===== src/rtl/dsfp_pkg.sv =====
// Shared types and constants of the dust sensor frame parser.
package dsfp_pkg;

  // Payload lengths of the two frame families
  localparam int unsigned QUERY_LEN = 15;
  localparam int unsigned REPLY_LEN = 6;

  // Result status
  localparam logic [1:0] STATUS_RUN   = 2'd0;
  localparam logic [1:0] STATUS_READY = 2'd1;
  localparam logic [1:0] STATUS_ERROR = 2'd2;

  // Error codes
  localparam logic [2:0] ERR_OK       = 3'd0;
  localparam logic [2:0] ERR_BEGIN    = 3'd1;
  localparam logic [2:0] ERR_COMMAND  = 3'd2;
  localparam logic [2:0] ERR_CHECKSUM = 3'd3;
  localparam logic [2:0] ERR_END      = 3'd4;
  localparam logic [2:0] ERR_TYPE     = 3'd5;
  localparam logic [2:0] ERR_DATA     = 3'd6;

  // Message kinds as carried in payload byte 0
  localparam logic [7:0] KIND_REPORT = 8'd2;
  localparam logic [7:0] KIND_DATA   = 8'd4;
  localparam logic [7:0] KIND_ID     = 8'd5;
  localparam logic [7:0] KIND_SLEEP  = 8'd6;
  localparam logic [7:0] KIND_FW     = 8'd7;
  localparam logic [7:0] KIND_WORK   = 8'd8;

  // Configuration register indexes
  localparam logic [2:0] REG_BEGIN    = 3'd0;
  localparam logic [2:0] REG_END      = 3'd1;
  localparam logic [2:0] REG_QUERY    = 3'd2;
  localparam logic [2:0] REG_REPLY    = 3'd3;
  localparam logic [2:0] REG_SAMPLE   = 3'd4;
  localparam logic [2:0] REG_INTERVAL = 3'd5;

  typedef logic [QUERY_LEN-1:0][7:0] payload_t;

  // Decoded message fields
  typedef struct packed {
    logic [3:0]  kind;
    logic        op;
    logic        from_host;
    logic [15:0] device_id;
    logic [15:0] first_word;
    logic [15:0] second_word;
    logic [7:0]  setting;
    logic        interval_mode;
    logic [23:0] firmware_date;
  } msg_t;

endpackage


===== src/rtl/dsfp_decode.sv =====
// Message decode of a completed frame: kind choice, field checks, field extraction.
module dsfp_decode import dsfp_pkg::*; (
  input  payload_t   payload_i,
  input  logic [7:0] command_i,
  input  logic [7:0] query_code_i,
  input  logic [7:0] sample_code_i,
  input  logic [7:0] interval_limit_i,
  output logic [2:0] err_o,
  output msg_t       msg_o
);

  logic       host;
  logic [7:0] kind;
  logic [7:0] opb;
  logic [7:0] val;

  assign host = (command_i == query_code_i);
  assign kind = (command_i == sample_code_i) ? KIND_DATA : payload_i[0];
  assign opb  = payload_i[1];
  assign val  = payload_i[2];

  always_comb begin
    err_o = ERR_OK;
    msg_o = '0;
    if (kind inside {KIND_REPORT, KIND_SLEEP}) begin
      if ((opb > 8'd1) || (val > 8'd1)) begin
        err_o = ERR_DATA;
      end else begin
        msg_o.op      = opb[0];
        msg_o.setting = val;
      end
    end else if (kind == KIND_WORK) begin
      if ((opb > 8'd1) || (val > interval_limit_i)) begin
        err_o = ERR_DATA;
      end else begin
        msg_o.op            = opb[0];
        msg_o.setting       = val;
        msg_o.interval_mode = (val != 8'd0);
      end
    end else if (kind == KIND_DATA) begin
      msg_o.op = 1'b0;
      if (!host) begin
        msg_o.first_word  = {payload_i[1], payload_i[0]};
        msg_o.second_word = {payload_i[3], payload_i[2]};
      end
    end else if (kind == KIND_ID) begin
      msg_o.op = 1'b1;
      if (host) begin
        msg_o.first_word = {payload_i[11], payload_i[12]};
      end
    end else if (kind == KIND_FW) begin
      msg_o.op = 1'b0;
      if (!host) begin
        msg_o.firmware_date = {payload_i[1], payload_i[2], payload_i[3]};
      end
    end else begin
      err_o = ERR_TYPE;
    end

    if (err_o == ERR_OK) begin
      msg_o.kind      = kind[3:0];
      msg_o.from_host = host;
      msg_o.device_id = host ? {payload_i[13], payload_i[14]}
                             : {payload_i[4], payload_i[5]};
    end else begin
      // drop all message fields on a failed decode
      msg_o = '0;
    end
  end

endmodule


===== src/rtl/dust_sensor_frame_parser.sv =====
// Top level of the dust sensor frame parser: byte stream in, one result per byte out.
//
// Usage:
//   Slave stream (s_axis_*) carries one received serial byte per item.
//   Master stream (m_axis_*) returns exactly one result item per input item:
//   tuser holds the status (running, message ready, error), tdata the last
//   error code and the decoded message fields, zero unless a message is ready.
//   The APB port holds the frame markers, command codes and interval limit;
//   write it only while the stream is idle. pready is always high.
// Timing: a result appears in the output register in the cycle after its byte
//   is accepted. Throughput: one byte per cycle when not stalled, set by the
//   single step of frame state update plus decode before the result register.
// Stall: the input side stays ready while the output register is empty or
//   being drained in the same cycle; when the receiver holds tready low with
//   a result waiting, the input side holds tready low and the frame state
//   holds until the result is taken.
// Reset: rst_ni clears the frame state to hunting for the begin marker,
//   restores the register defaults and empties the output register. The
//   payload store holds no reset value; every byte decoded is written within
//   the current frame.
module dust_sensor_frame_parser import dsfp_pkg::*; (
  input  logic        clk_i,
  input  logic        rst_ni,
  // input stream
  input  logic        s_axis_tvalid_i,
  output logic        s_axis_tready_o,
  input  logic [7:0]  s_axis_tdata_i,   // [7:0] rx_byte
  // result stream
  output logic        m_axis_tvalid_o,
  input  logic        m_axis_tready_i,
  // [2:0] error_code, [6:3] msg_kind, [7] operation, [8] from_host,
  // [24:9] device_id, [40:25] first_word, [56:41] second_word,
  // [64:57] setting_byte, [65] interval_mode, [89:66] firmware_date, [95:90] zero
  output logic [95:0] m_axis_tdata_o,
  output logic [1:0]  m_axis_tuser_o,   // [1:0] status
  // configuration
  input  logic        psel,
  input  logic        penable,
  input  logic        pwrite,
  input  logic [4:0]  paddr,
  input  logic [31:0] pwdata,
  output logic [31:0] prdata,
  output logic        pready
);

  // frame phases
  localparam logic [2:0] PH_BEGIN = 3'd0;
  localparam logic [2:0] PH_CMD   = 3'd1;
  localparam logic [2:0] PH_PAY   = 3'd2;
  localparam logic [2:0] PH_CHK   = 3'd3;
  localparam logic [2:0] PH_END   = 3'd4;

  // configuration registers
  logic [7:0] begin_q, end_q, query_q, reply_q, sample_q, limit_q;
  logic [2:0] reg_idx;
  logic       cfg_wr;

  assign pready  = 1'b1;
  assign reg_idx = paddr[4:2];
  assign cfg_wr  = psel && penable && pwrite;

  always_ff @(posedge clk_i or negedge rst_ni) begin
    if (!rst_ni) begin
      begin_q  <= 8'd170;
      end_q    <= 8'd171;
      query_q  <= 8'd180;
      reply_q  <= 8'd197;
      sample_q <= 8'd192;
      limit_q  <= 8'd30;
    end else if (cfg_wr) begin
      case (reg_idx)
        REG_BEGIN:    begin_q  <= pwdata[7:0];
        REG_END:      end_q    <= pwdata[7:0];
        REG_QUERY:    query_q  <= pwdata[7:0];
        REG_REPLY:    reply_q  <= pwdata[7:0];
        REG_SAMPLE:   sample_q <= pwdata[7:0];
        REG_INTERVAL: limit_q  <= pwdata[7:0];
        default: ;
      endcase
    end
  end

  always_comb begin
    case (reg_idx)
      REG_BEGIN:    prdata = {24'd0, begin_q};
      REG_END:      prdata = {24'd0, end_q};
      REG_QUERY:    prdata = {24'd0, query_q};
      REG_REPLY:    prdata = {24'd0, reply_q};
      REG_SAMPLE:   prdata = {24'd0, sample_q};
      REG_INTERVAL: prdata = {24'd0, limit_q};
      default:      prdata = 32'd0;
    endcase
  end

  // handshake: take a byte whenever the result register frees up this cycle
  logic accept;
  logic out_valid_q;

  assign s_axis_tready_o = !out_valid_q || m_axis_tready_i;
  assign accept          = s_axis_tvalid_i && s_axis_tready_o;

  // frame state
  logic [2:0] phase_q, phase_d;
  logic [7:0] cmd_q, cmd_d;
  logic [3:0] len_q, len_d;
  logic [3:0] idx_q, idx_d;
  logic [7:0] sum_q, sum_d;
  logic [2:0] err_q, err_d;
  payload_t   store_q;
  logic       store_we;

  logic [7:0] rx_byte;
  logic [1:0] status;
  msg_t       msg;
  logic [2:0] dec_err;
  msg_t       dec_msg;

  assign rx_byte = s_axis_tdata_i;

  dsfp_decode u_decode (
    .payload_i        (store_q),
    .command_i        (cmd_q),
    .query_code_i     (query_q),
    .sample_code_i    (sample_q),
    .interval_limit_i (limit_q),
    .err_o            (dec_err),
    .msg_o            (dec_msg)
  );

  always_comb begin
    phase_d  = phase_q;
    cmd_d    = cmd_q;
    len_d    = len_q;
    idx_d    = idx_q;
    sum_d    = sum_q;
    err_d    = err_q;
    status   = STATUS_RUN;
    msg      = '0;
    store_we = 1'b0;
    case (phase_q)
      PH_BEGIN: begin
        if (rx_byte != begin_q) begin
          cmd_d  = 8'd0;
          len_d  = 4'd0;
          idx_d  = 4'd0;
          sum_d  = 8'd0;
          err_d  = ERR_BEGIN;
          status = STATUS_ERROR;
        end else begin
          phase_d = PH_CMD;
        end
      end
      PH_CMD: begin
        if ((rx_byte == query_q) || (rx_byte == reply_q) || (rx_byte == sample_q)) begin
          // query length takes priority where codes overlap
          len_d   = (rx_byte == query_q) ? 4'(QUERY_LEN) : 4'(REPLY_LEN);
          cmd_d   = rx_byte;
          idx_d   = 4'd0;
          phase_d = PH_PAY;
        end else begin
          phase_d = PH_BEGIN;
          cmd_d   = 8'd0;
          len_d   = 4'd0;
          idx_d   = 4'd0;
          sum_d   = 8'd0;
          err_d   = ERR_COMMAND;
          status  = STATUS_ERROR;
        end
      end
      PH_PAY: begin
        store_we = (idx_q < 4'(QUERY_LEN));
        idx_d    = idx_q + 4'd1;
        sum_d    = sum_q + rx_byte;
        if (idx_d >= len_q) begin
          phase_d = PH_CHK;
        end
      end
      PH_CHK: begin
        if (rx_byte != sum_q) begin
          phase_d = PH_BEGIN;
          cmd_d   = 8'd0;
          len_d   = 4'd0;
          idx_d   = 4'd0;
          sum_d   = 8'd0;
          err_d   = ERR_CHECKSUM;
          status  = STATUS_ERROR;
        end else begin
          phase_d = PH_END;
        end
      end
      PH_END: begin
        phase_d = PH_BEGIN;
        cmd_d   = 8'd0;
        len_d   = 4'd0;
        idx_d   = 4'd0;
        sum_d   = 8'd0;
        if (rx_byte != end_q) begin
          err_d  = ERR_END;
          status = STATUS_ERROR;
        end else begin
          err_d = dec_err;
          if (dec_err != ERR_OK) begin
            status = STATUS_ERROR;
          end else begin
            status = STATUS_READY;
            msg    = dec_msg;
          end
        end
      end
      default: begin
        // unused phase: recover quietly
        phase_d = PH_BEGIN;
        cmd_d   = 8'd0;
        len_d   = 4'd0;
        idx_d   = 4'd0;
        sum_d   = 8'd0;
        err_d   = ERR_OK;
      end
    endcase
  end

  always_ff @(posedge clk_i or negedge rst_ni) begin
    if (!rst_ni) begin
      phase_q <= PH_BEGIN;
      cmd_q   <= 8'd0;
      len_q   <= 4'd0;
      idx_q   <= 4'd0;
      sum_q   <= 8'd0;
      err_q   <= ERR_OK;
    end else if (accept) begin
      phase_q <= phase_d;
      cmd_q   <= cmd_d;
      len_q   <= len_d;
      idx_q   <= idx_d;
      sum_q   <= sum_d;
      err_q   <= err_d;
    end
  end

  // payload store: no reset, written only inside a frame
  always_ff @(posedge clk_i) begin
    if (accept && store_we) begin
      store_q[idx_q] <= rx_byte;
    end
  end

  // result register
  logic [95:0] tdata_q;
  logic [1:0]  tuser_q;

  always_ff @(posedge clk_i or negedge rst_ni) begin
    if (!rst_ni) begin
      out_valid_q <= 1'b0;
    end else if (accept) begin
      out_valid_q <= 1'b1;
    end else if (m_axis_tready_i) begin
      out_valid_q <= 1'b0;
    end
  end

  always_ff @(posedge clk_i) begin
    if (accept) begin
      tuser_q <= status;
      tdata_q <= {6'd0, msg.firmware_date, msg.interval_mode, msg.setting,
                  msg.second_word, msg.first_word, msg.device_id,
                  msg.from_host, msg.op, msg.kind, err_d};
    end
  end

  assign m_axis_tvalid_o = out_valid_q;
  assign m_axis_tdata_o  = tdata_q;
  assign m_axis_tuser_o  = tuser_q;

endmodule

===== config.mk =====
export PLATFORM = sky130hd
export DESIGN_NAME = dust_sensor_frame_parser
export DESIGN_NICKNAME = d
export VERILOG_FILES = /design/src/rtl/dsfp_pkg.sv /design/src/rtl/dsfp_decode.sv /design/src/rtl/dust_sensor_frame_parser.sv
export SDC_FILE = /design/constraint.sdc
export NUM_CORES = 1
export LEC_CHECK = 0
export BUFFER_PORTS_ARGS = -buffer_cell sky130_fd_sc_hd__buf_2
export CELL_PAD_IN_SITES_DETAIL_PLACEMENT = 2
export CELL_PAD_IN_SITES_GLOBAL_PLACEMENT = 2
export CORE_ASPECT_RATIO = 0.5
export CORE_MARGIN = 2
export CORE_UTILIZATION = 35
export CTS_CLUSTER_SIZE = 20
export DETAILED_ROUTE_END_ITERATION = 7
export HOLD_SLACK_MARGIN = 0.15
export PLACE_DENSITY = 0.88
export SLEW_MARGIN = 20
export SYNTH_ARGS = -nofsm -noshare
export SYNTH_HDL_FRONTEND = slang
export SYNTH_SLANG_ARGS = --single-unit

===== constraint.sdc =====
create_clock -name clk_i -period 3.9 [get_ports clk_i]
set_clock_uncertainty 0.15 [all_clocks]
set_input_delay 0 -clock clk_i [delete_from_list [all_inputs] [get_ports clk_i]]
set_output_delay 0 -clock clk_i [all_outputs]
set_load 0.005 [all_outputs]

# Word-level counts from Yosys, hierarchy flattened
# Index checks and enable logic that the tools add are counted.
[word_totals] out_inout_bits=133 regBits=291 input_bits=52 word_cells=169
[op_classes] n_lt_le_gt_ge=7 n_eq_ne=28 muxes=58 n_reduce_logical=33 addsub=2 bitwise_logic=6
[ops] operator="bitwise mux 120 bit" n=1
[ops] operator="two-way mux 16 bit" n=4
[ops] operator="two-way mux 8 bit" n=8
[ops] operator="one-hot mux 8 bit (4 select lines)" n=2
[ops] operator="one-hot mux 8 bit (6 select lines)" n=1
[ops] operator="two-way mux 3 bit" n=14
[ops] operator="== test 8 bit" n=5
[ops] operator="demux 8 bit (select 4 bit)" n=1
[ops] operator="== test 8 x 3 -> 1 bit (second input constant)" n=4
[ops] operator="two-way mux 32 bit" n=1
[ops] operator="inequality test 8 bit" n=3
[ops] operator="two-way mux 9 bit" n=2
[ops] operator="> comparator 8 x 1 -> 1 bit (second input constant)" n=2
[ops] operator="two-way mux 4 bit" n=4
[ops] operator="one-hot mux 4 bit (4 select lines)" n=1
[ops] operator="one-hot mux 3 bit (5 select lines)" n=1
[ops] operator="== test 3 x 2 -> 1 bit (second input constant)" n=4
[ops] operator="two-way mux 2 bit" n=6
[ops] operator="one-hot mux 3 bit (4 select lines)" n=1
[ops] operator="one-hot mux 4 bit (3 select lines)" n=1
[ops] operator="AND reduction 2 bit" n=6
[ops] operator="inequality test 2 bit (second input constant)" n=5
[ops] operator="OR reduction 10 bit" n=1
[ops] operator="== test 3 bit (second input constant)" n=3
[ops] operator="other kinds (26)" n=53

# Longest topological paths before layout
# Gate-level depths: netlist of run 1.
[depth] depth_word=12 ltp_mapped=9 mapped_depth_nobuf=8

# Hierarchy
# From an unflattened synthesis of run 1, not the netlist that was laid out.
[hier_totals] hier_cells=995 hier_area_um2=13329.0
[modules_own_cells] module="dust_sensor_frame_parser" cells_per_inst=781 area_per_inst_um2=11878.9 seq_area_each_um2=8321.7 instances=1
[modules_own_cells] module="dsfp_decode" cells_per_inst=214 area_per_inst_um2=1450.1 seq_area_each_um2=0.0 instances=1

# Worst setup path before layout of run 1
# OpenSTA, ideal clock, no wires.
[synth_timing] path_type="register to register" from="register out_valid_q (netlist: m_axis_tvalid_o)" to="register store_q[100] (netlist bit) (enable)" setup_time_ns=0.277 t_required_ns=3.473 arrival_ns=3.798 stages_incl_launch_ff=8 n_path_buf=0 period_less_slack_ns=4.225 setup_slack_ns=-0.325 path_cell_list="dfrtp_1 -> nand2b_1 -> nand2_1 -> clkinv_1 -> nand3_1 -> nor2_1 -> and3_1 -> and2_1"
[synth_between] elab_chain_len=4
[synth_lines] item="from (decl)" line="dust_sensor_frame_parser.sv:97" rtl="logic out_valid_q;"
[synth_lines] item="from (signal assigned)" line="dust_sensor_frame_parser.sv:253" rtl="out_valid_q <= 1'b0;"
[synth_lines] item="from (signal assigned)" line="dust_sensor_frame_parser.sv:255" rtl="out_valid_q <= 1'b1;"
[synth_lines] item="from (signal assigned)" line="dust_sensor_frame_parser.sv:257" rtl="out_valid_q <= 1'b0;"
[synth_lines] item="logical NOT 1 bit" line="dust_sensor_frame_parser.sv:99" rtl="assign s_axis_tready_o = !out_valid_q || m_axis_tready_i;"
[synth_lines] item="logical OR 1 bit" line="dust_sensor_frame_parser.sv:99"
[synth_lines] item="via s_axis_tready_o" line="dust_sensor_frame_parser.sv:26" rtl="output logic s_axis_tready_o,"
[synth_lines] item="logical AND 1 bit" line="dust_sensor_frame_parser.sv:100" rtl="assign accept = s_axis_tvalid_i && s_axis_tready_o;"
[synth_lines] item="via accept" line="dust_sensor_frame_parser.sv:96" rtl="logic accept;"
[synth_lines] item="logical AND 1 bit" line="dust_sensor_frame_parser.sv:242" rtl="if (accept && store_we) begin"
[synth_lines] item="to (signal, indexed assignment)" line="dust_sensor_frame_parser.sv:243" rtl="store_q[idx_q] <= rx_byte;"
[synth_lines] item="to (decl)" line="dust_sensor_frame_parser.sv:109" rtl="payload_t store_q;"
# The timed path passes the listed nets, and every way through them passes these cells.
# A chain may end at the register's enable or synchronous reset.

# Final worst setup path of run 1
[layout_timing] from="register limit_q[2]" to="register tdata_q[4] (netlist: m_axis_tdata_o[4]), data pin"
[layout_between] elab_chain_len=8 elab_cells_between_ends=9 cone_classes="1 x order compare; 3 x mux; 1 x bitwise; 4 x reduce/logical"
[layout_lines] item="from (decl)" line="dust_sensor_frame_parser.sv:54" rtl="logic [7:0] begin_q, end_q, query_q, reply_q, sample_q, limit_q;"
[layout_lines] item="from (signal assigned)" line="dust_sensor_frame_parser.sv:77" rtl="REG_INTERVAL: limit_q <= pwdata[7:0];"
[layout_lines] item="> comparator 8 bit (*)" line="dsfp_decode.sv:33" rtl="if ((opb > 8'd1) || (val > interval_limit_i)) begin"
[layout_lines] item="logical OR 1 bit (*)" line="dsfp_decode.sv:33"
[layout_lines] item="two-way mux 3 bit (*)" line="dsfp_decode.sv:33"
[layout_lines] item="two-way mux 3 bit (*)" line="dsfp_decode.sv:32" rtl="end else if (kind == KIND_WORK) begin"
[layout_lines] item="two-way mux 3 bit (*)" line="dsfp_decode.sv:25" rtl="if (kind inside {KIND_REPORT, KIND_SLEEP}) begin"
[layout_lines] item="logical NOT 3 bit" line="dsfp_decode.sv:60" rtl="if (err_o == ERR_OK) begin"
[layout_lines] item="NOT 1 bit (no source line)"
[layout_lines] item="OR reduction 4 bit (no source line) (*)"
[layout_lines] item="to (signal assigned)" line="dust_sensor_frame_parser.sv:264" rtl="tdata_q <= {6'd0, msg.firmware_date, msg.interval_mode, msg.setting,"
[layout_lines] item="to (decl)" line="dust_sensor_frame_parser.sv:248" rtl="logic [95:0] tdata_q;"
# Every way passes the cells marked *; elsewhere a longest branch is shown, timed or not.

==> qor.csv, run 1 <==
stage,metric,value,unit
status,result of the run,finished clean,
synthesis,library cells used by synthesis,62,
global_route,vias in the first global route,9486,
synthesis,number of storage elements in the synthesis netlist,249,
synthesis,asr flop ratio synth,30.9,%
timing,maximum clock rate,263,MHz
routing,vias per inst,5.83,
synthesis,Area contributors post-synth,"edfxtp_1, dfrtp_1, dfstp_2, mux2_2, xnor2_1",
critical_path,worst setup path end,m_axis_tdata_o[4],
critical_path,cells on worst reg2reg path,10,
synthesis,"Avg Cell Area, Syn",13.5,um2
layout,"leading cell type in the layout, fill and taps excluded",edfxtp_1,
pwr,Max IR drop VDD,0.000305,V
routing,count of unresolved DRC violations after routing,0,
synthesis,Synth Flop Type,edfxtp_1,
timing,RSZ-0062 raised after global routing,no,
pwr,clock network fraction of design power,43.3,%
place,detailed placement HPWL,26200,um
cts,Num Clock Sinks,249,
layout,most frequent cells in the layout,"edfxtp_1, buf_2, and2_1",
die,core footprint,31800,um2
routing,via count,8531,
timing,final hold slack,0.204,ns
synthesis,number of enable-type register cells in the synthesized netlist,172,
cts,clock transition at the register clock pins on the worst setup and hold paths after CTS,0.08,ns
die,I/O pin count,185,
synthesis,top cell type's share of synthesized area,45.4,%
critical_path,"reg-to-reg slack, setup",0.09,ns
pwr,Power Density,526,nW/um2
place,gp weighted congestion,0.846,
timing,Pins Over Slew Limit,0,
routing,Starting DRT DRC Count,874,
routing,routed length on met2,24200,um
min_path,hold crit path type,in2reg,
timing,setup total negative slack,0,ns
pwr,Leakage Power,0.00541,uW
cts,Num CTS Buffers,26,
layout,antenna fix cells,0,
cts,maximum root-to-sink buffer count,3,
routing,WL final,48500,um
routing,met3 wire length,3380,um
critical_path,type of origin of the critical path,flop,
critical_path,"Data arrival, critical path",3.95,ns
synthesis,warnings from Yosys,0,
pwr,part of the total power dissipated in sequential elements,44.1,%
cts,maximum level of the CTS H-tree,1,
layout,fraction of final layout cells sized beyond drive strength 1,26.6,%
pwr,net switching fraction of the power,27.5,%
die,row cnt,46,
die,vertical die dimension,131,um
critical_path,path type of the worst setup path,reg2reg,
critical_path,Critical Path End Type,flop,
timing,Slew Limit Headroom,21.8,%
die,Die X-Extent,259,um
routing,per-cell routed wire length,33.1,um
cts,clock latency on the worst-skew pair,0.56,ns
layout,NumNets Final,1088,
global_route,wire length of the first global-routing pass,70100,um
cts,post-CTS setup-driven buffer insertion count,0,
pwr,cell internal power dissipation,5280,uW
synthesis,dominant cell type by area after synthesis,edfxtp_1,
critical_path,Critical Path Start,limit_q[2],
timing,crit share post-route,97.6,%
cts,Clock Tree Root,clkbuf_16,
cts,clock tree from TritonCTS,done,
layout,post-synthesis to final-layout area growth,21.5,%
timing,Final Hold Vio Count,0,
pwr,reported net switching power,2000,uW
die,die outline area,34000,um2
global_route,global route total overflow,0,
routing,Routed met1 length,18200,um
routing,highest layer used for signal routing,met4,
synthesis,number of instances in the synthesized netlist,842,
routing,count of nets left with antenna violations after detail routing,0,
die,initial cell density of the core,35.7,%
flow_run,max-cap violations,0,
place,number of buffer cells added on primary ports,127,
timing,final setup violating endpoints,0,
timing,post-layout minimum cycle time,3.81,ns
critical_path,Critical R2R Capture,m_axis_tdata_o[4],
global_route,pin count of the biggest net entering global routing,91,
critical_path,data required time at the worst endpoint,4.05,ns
pwr,combinational group share of total power,12.7,%
routing,first drt pass iteration count,5,
synthesis,mapped cell area,11400,um2
global_route,antenna violations before repair,0,
global_route,overall fraction of global-route tracks in use,28.4,%
critical_path,Crit Reg-Reg Startpoint,limit_q[2],
critical_path,maximum fanout encountered on the critical timing path,22,
timing,actual slew at the worst max-slew pin,1.17,ns
synthesis,sequential cell area fraction in the yosys report,62.6,%
## cell usage after synthesis (all sizes together), types with 6 or more instances
cell type	count
a21o	8
xnor2	54
xor2	10
mux2	45
a21oi	20
nand4	16
edfxtp	172
clkbuf	16
nand2	32
nand3	7
o21ai	21
nor2	47
nor4	10
nor3	14
dfstp	23
dfrtp	54
and2	56
a22o	32
nand2b	8
ha	23
a211oi	6
mux2i	25
o22ai	7
inv	23
buf	49
## per-stage QoR
step	worst slack, ns	util (%)	instances	power (uW)	area, um2
2_1_floorplan	0.892	-	871	3640	11500
3_3_place_gp	0.946	39.0	1383	3880	12400
3_5_place_dp	0.486	39.1	1383	3980	12400
4_1_cts	0.225	43.4	1464	7160	13800
5_1_grt	0.0530	43.4	1464	7380	13800
6_report	0.0935	43.4	1464	7270	13800
## worst min-delay path by stage
stage / startpoint / depth (start not counted) / slack [ns] / end
after floorplan: rst_ni / 0 / -0.45 / begin_q[0]
after global placement: s_axis_tvalid_i / 2 / 0.06 / m_axis_tvalid_o
after detailed placement: s_axis_tvalid_i / 2 / 0.07 / m_axis_tvalid_o
after CTS: paddr[3] / 4 / 0.15 / query_q[1]
after global routing: paddr[3] / 4 / 0.23 / query_q[6]
final: paddr[3] / 4 / 0.20 / query_q[6]
## flip-flops by register name, summed over array words and instances (netlist names)
signal	count
sample_q	8
store_q	80
reply_q	8
m_axis_tvalid_o	1
query_q	8
cmd_q	8
begin_q	8
idx_q	4
len_q	2
phase_q	3
limit_q	8
m_axis_tdata_o	90
m_axis_tuser_o	2
err_q	3
sum_q	8
end_q	8
## area by class of cell
| type | count | area (um2) |
|---|---|---|
| fill | 3147 | 18000 |
| sequential | 249 | 7120 |
| multi-input combinational | 533 | 3910 |
| timing repair buffer | 178 | 1120 |
| clock buffer | 27 | 664 |
| tap | 432 | 541 |
| clock inverter | 21 | 372 |
| inverter | 24 | 91.3 |
## power by group through the flow
| stage | clock (uW) | sequential, uW | combinational, uW |
|---|---|---|---|
| floorplan | 0 | 3160 | 479 |
| global placement | 0 | 3210 | 674 |
| detailed placement | 0 | 3220 | 755 |
| CTS | 3120 | 3180 | 857 |
| global route | 3220 | 3210 | 951 |
| finish | 3150 | 3210 | 921 |
## layer usage
metal | global-route usage (%) | vias to the layer above
met5 | 0 | -
met4 | 14.3 | 0
met3 | 5.50 | 189
met2 | 49.4 | 526
met1 | 33.5 | 4455
li1 | - | 3361
## timing repair
item	4_1_cts	5_1_grt
endpoints found under the hold margin	224	0
setup endpoints to repair	0	0
resized for setup	0	0
hold buffers	33	0
## worst max-delay path, cell delays in order (launching register included)
cell	delay [ns]
dfstp_2	0.56
inv_1	0.08
ha_1	0.38
a21o_1	0.24
a211oi_1	0.36
a2bb2oi_1	0.31
a211oi_1	0.24
buf_4	0.26
or2_0	0.23
buf_4	0.23
nor3b_1	0.49
## logic make-up after synthesis
group	Yosys count	share of synthesized area [%]
flip-flops	249	62.6
AO/OA/AOI/OAI	120	7.47
other	2	0.0660
adder cells (fa/ha/maj)	24	2.71
buffers and inverters	89	4.14
multiplexers	73	7.25
AND/OR/NAND/NOR	221	10.8
XOR/XNOR	64	4.93
Note: power is estimated with default switching activity, not from simulation.
==> run 2, diff against run 1 <==
- CORE_UTILIZATION: 35 -> 36
- CTS_BUF_LIST: default -> sky130_fd_sc_hd__clkbuf_8
- PLACE_DENSITY: 0.88 -> 0.9
==> qor.csv, run 2 (synthesis results as in run 1) <==
stage,metric,value,unit
status,result of the run,finished clean,
die,I/O pin count,185,
routing,via count,8443,
timing,maximum clock rate,270,MHz
die,die outline area,33100,um2
layout,post-synthesis to final-layout area growth,19.0,%
layout,most frequent cells in the layout,"edfxtp_1, buf_2, and2_1",
cts,Num Clock Sinks,249,
pwr,Power Density,475,nW/um2
layout,fraction of final layout cells sized beyond drive strength 1,27.1,%
timing,crit share post-route,94.9,%
global_route,vias in the first global route,9424,
routing,count of nets left with antenna violations after detail routing,0,
cts,maximum root-to-sink buffer count,3,
pwr,Leakage Power,0.00537,uW
critical_path,type of origin of the critical path,flop,
routing,vias per inst,5.70,
cts,Num CTS Buffers,40,
critical_path,"reg-to-reg slack, setup",0.20,ns
critical_path,delay of the slowest critical-path stage,1.10,ns
timing,final setup violating endpoints,0,
min_path,hold path start,pwdata[1],
min_path,worst hold path endpoint,begin_q[1],
cts,Clock Tree Root,clkbuf_8,
cts,clock latency on the worst-skew pair,0.60,ns
critical_path,"Data arrival, critical path",3.96,ns
critical_path,data required time at the worst endpoint,4.16,ns
global_route,pin count of the biggest net entering global routing,90,
cts,post-cts hold buffer count,31,
timing,Slew Limit Headroom,15.2,%
place,gp weighted congestion,0.853,
layout,final cell count without fillers,1482,
critical_path,Critical R2R Capture,m_axis_tdata_o[65],
min_path,hold crit path type,in2reg,
place,number of buffer cells added on primary ports,127,
routing,WL final,45400,um
routing,first drt pass iteration count,5,
routing,per-cell routed wire length,30.6,um
layout,share of the core filled with cells in the final layout,44.1,%
timing,RSZ-0062 raised after global routing,no,
critical_path,CP Cell Sequence,inv_1 > ha_1 > and4b_1 > a211oi_1 > a2bb2oi_1 > a211oi_1 > nor4_1 > o21a_1,
critical_path,path type of the worst setup path,reg2reg,
timing,post-layout minimum cycle time,3.70,ns
layout,total of fill cells in the finished design,3029,
cts,post-cts gate resize count,0,
critical_path,Crit Reg-Reg Startpoint,limit_q[1],
die,Die X-Extent,255,um
place,detailed placement HPWL,27000,um
critical_path,gate family responsible for the most delay along the worst path,simple AND/OR/NAND/NOR gates,
critical_path,cells on worst reg2reg path,8,
critical_path,Crit path top cell by count,a211oi_1,
critical_path,Critical Path End Type,flop,
place,"number of placed instances, taps included",1378,
die,core footprint,30700,um2
global_route,global route total overflow,0,
cts,maximum level of the CTS H-tree,2,
global_route,wire length of the first global-routing pass,66800,um
pwr,Max IR drop VDD,0.000192,V
layout,"leading cell type in the layout, fill and taps excluded",edfxtp_1,
timing,actual slew at the worst max-slew pin,1.26,ns
timing,Pins Over Slew Limit,0,
global_route,overall fraction of global-route tracks in use,27.6,%
layout,max reg flops,90,
min_path,cell count of the worst hold path,3,
global_route,antenna violations before repair,0,
cts,clock transition at the register clock pins on the worst setup and hold paths after CTS,0.07,ns
die,row cnt,45,
cts,post-CTS setup-driven buffer insertion count,0,
critical_path,maximum fanout encountered on the critical timing path,3,
pwr,"sum of internal, switching and leakage power",6430,uW
flow_run,max-cap violations,0,
critical_path,critical path buffer and inverter count,1,
cts,clock tree from TritonCTS,done,
critical_path,Critical-path top delay cell,nor4_1,
layout,NumNets Final,1104,
routing,Starting DRT DRC Count,723,
timing,setup total negative slack,0,ns
layout,antenna fix cells,0,
timing,Final Hold Vio Count,0,
routing,count of unresolved DRC violations after routing,0,
die,initial cell density of the core,37.1,%
die,vertical die dimension,130,um
-- run 2: cell count changes in the layout (fill, tap and decap cells not counted) --
cell,before,now
clkinv_4,1,0
buf_2,126,127
buf_16,1,0
inv_1,23,37
clkbuf_16,26,0
dlygate4sd3_1,32,30
buf_12,0,1
clkinv_2,5,6
bufinv_16,10,1
buf_4,18,21
clkinv_8,1,0
clkbuf_8,1,45
clkinv_1,3,6
-- run 2: worst max path at each step --
stage	to	slack (ns)	from	cells after the start
2_1_floorplan	store_q[100]	0.89	m_axis_tvalid_o	7
3_3_place_gp	m_axis_tdata_o[15]	1.03	limit_q[3]	10
3_5_place_dp	m_axis_tdata_o[15]	0.68	limit_q[3]	10
4_1_cts	err_q[1]	0.31	limit_q[3]	10
5_1_grt	err_q[1]	0.18	limit_q[3]	10
6_report	m_axis_tdata_o[65]	0.20	limit_q[1]	8
-- run 2: cell type report --
cell class | instances | area [um2] | share of cell area (%)
Clock inverter | 28 | 145 | 1.07
Inverter | 24 | 91.3 | 0.675
Tap cell | 423 | 529 | 3.91
Sequential cell | 249 | 7120 | 52.6
Clock buffer | 45 | 619 | 4.57
Multi-Input combinational cell | 533 | 3910 | 28.9
Timing Repair Buffer | 180 | 1120 | 8.31
-- run 2: power by group --
group	internal, uW	switching [uW]
Clock	1130	1210
Sequential	3010	190
Combinational	351	534
Total	4490	1930
-- run 2: tightest hold or removal path, delay by kind of cell --
kind	cells	cell delay (ns)
mux	1	0.18
buf+inv	2	0.71
-- run 2: routing by layer --
metal	wire length, um	vias up	share of wire (%)	track usage [%]
met2	22400	468	49	47.9
met3	3550	176	7.8	5.97
met4	2240	0	4.9	15.0
met1	17200	4401	38	32.7
met5	0	-	0	0
li1	-	3398	-	-
-- run 2: per-stage QoR --
step	hold slack (ns)	cell area, um2	setup WS, ns
after floorplan	-0.446	11500	0.892
after global placement	0.0176	12400	1.03
after detailed placement	0.0316	12400	0.677
after CTS	0.154	13500	0.310
after global routing	0.186	13500	0.178
final	0.177	13500	0.198
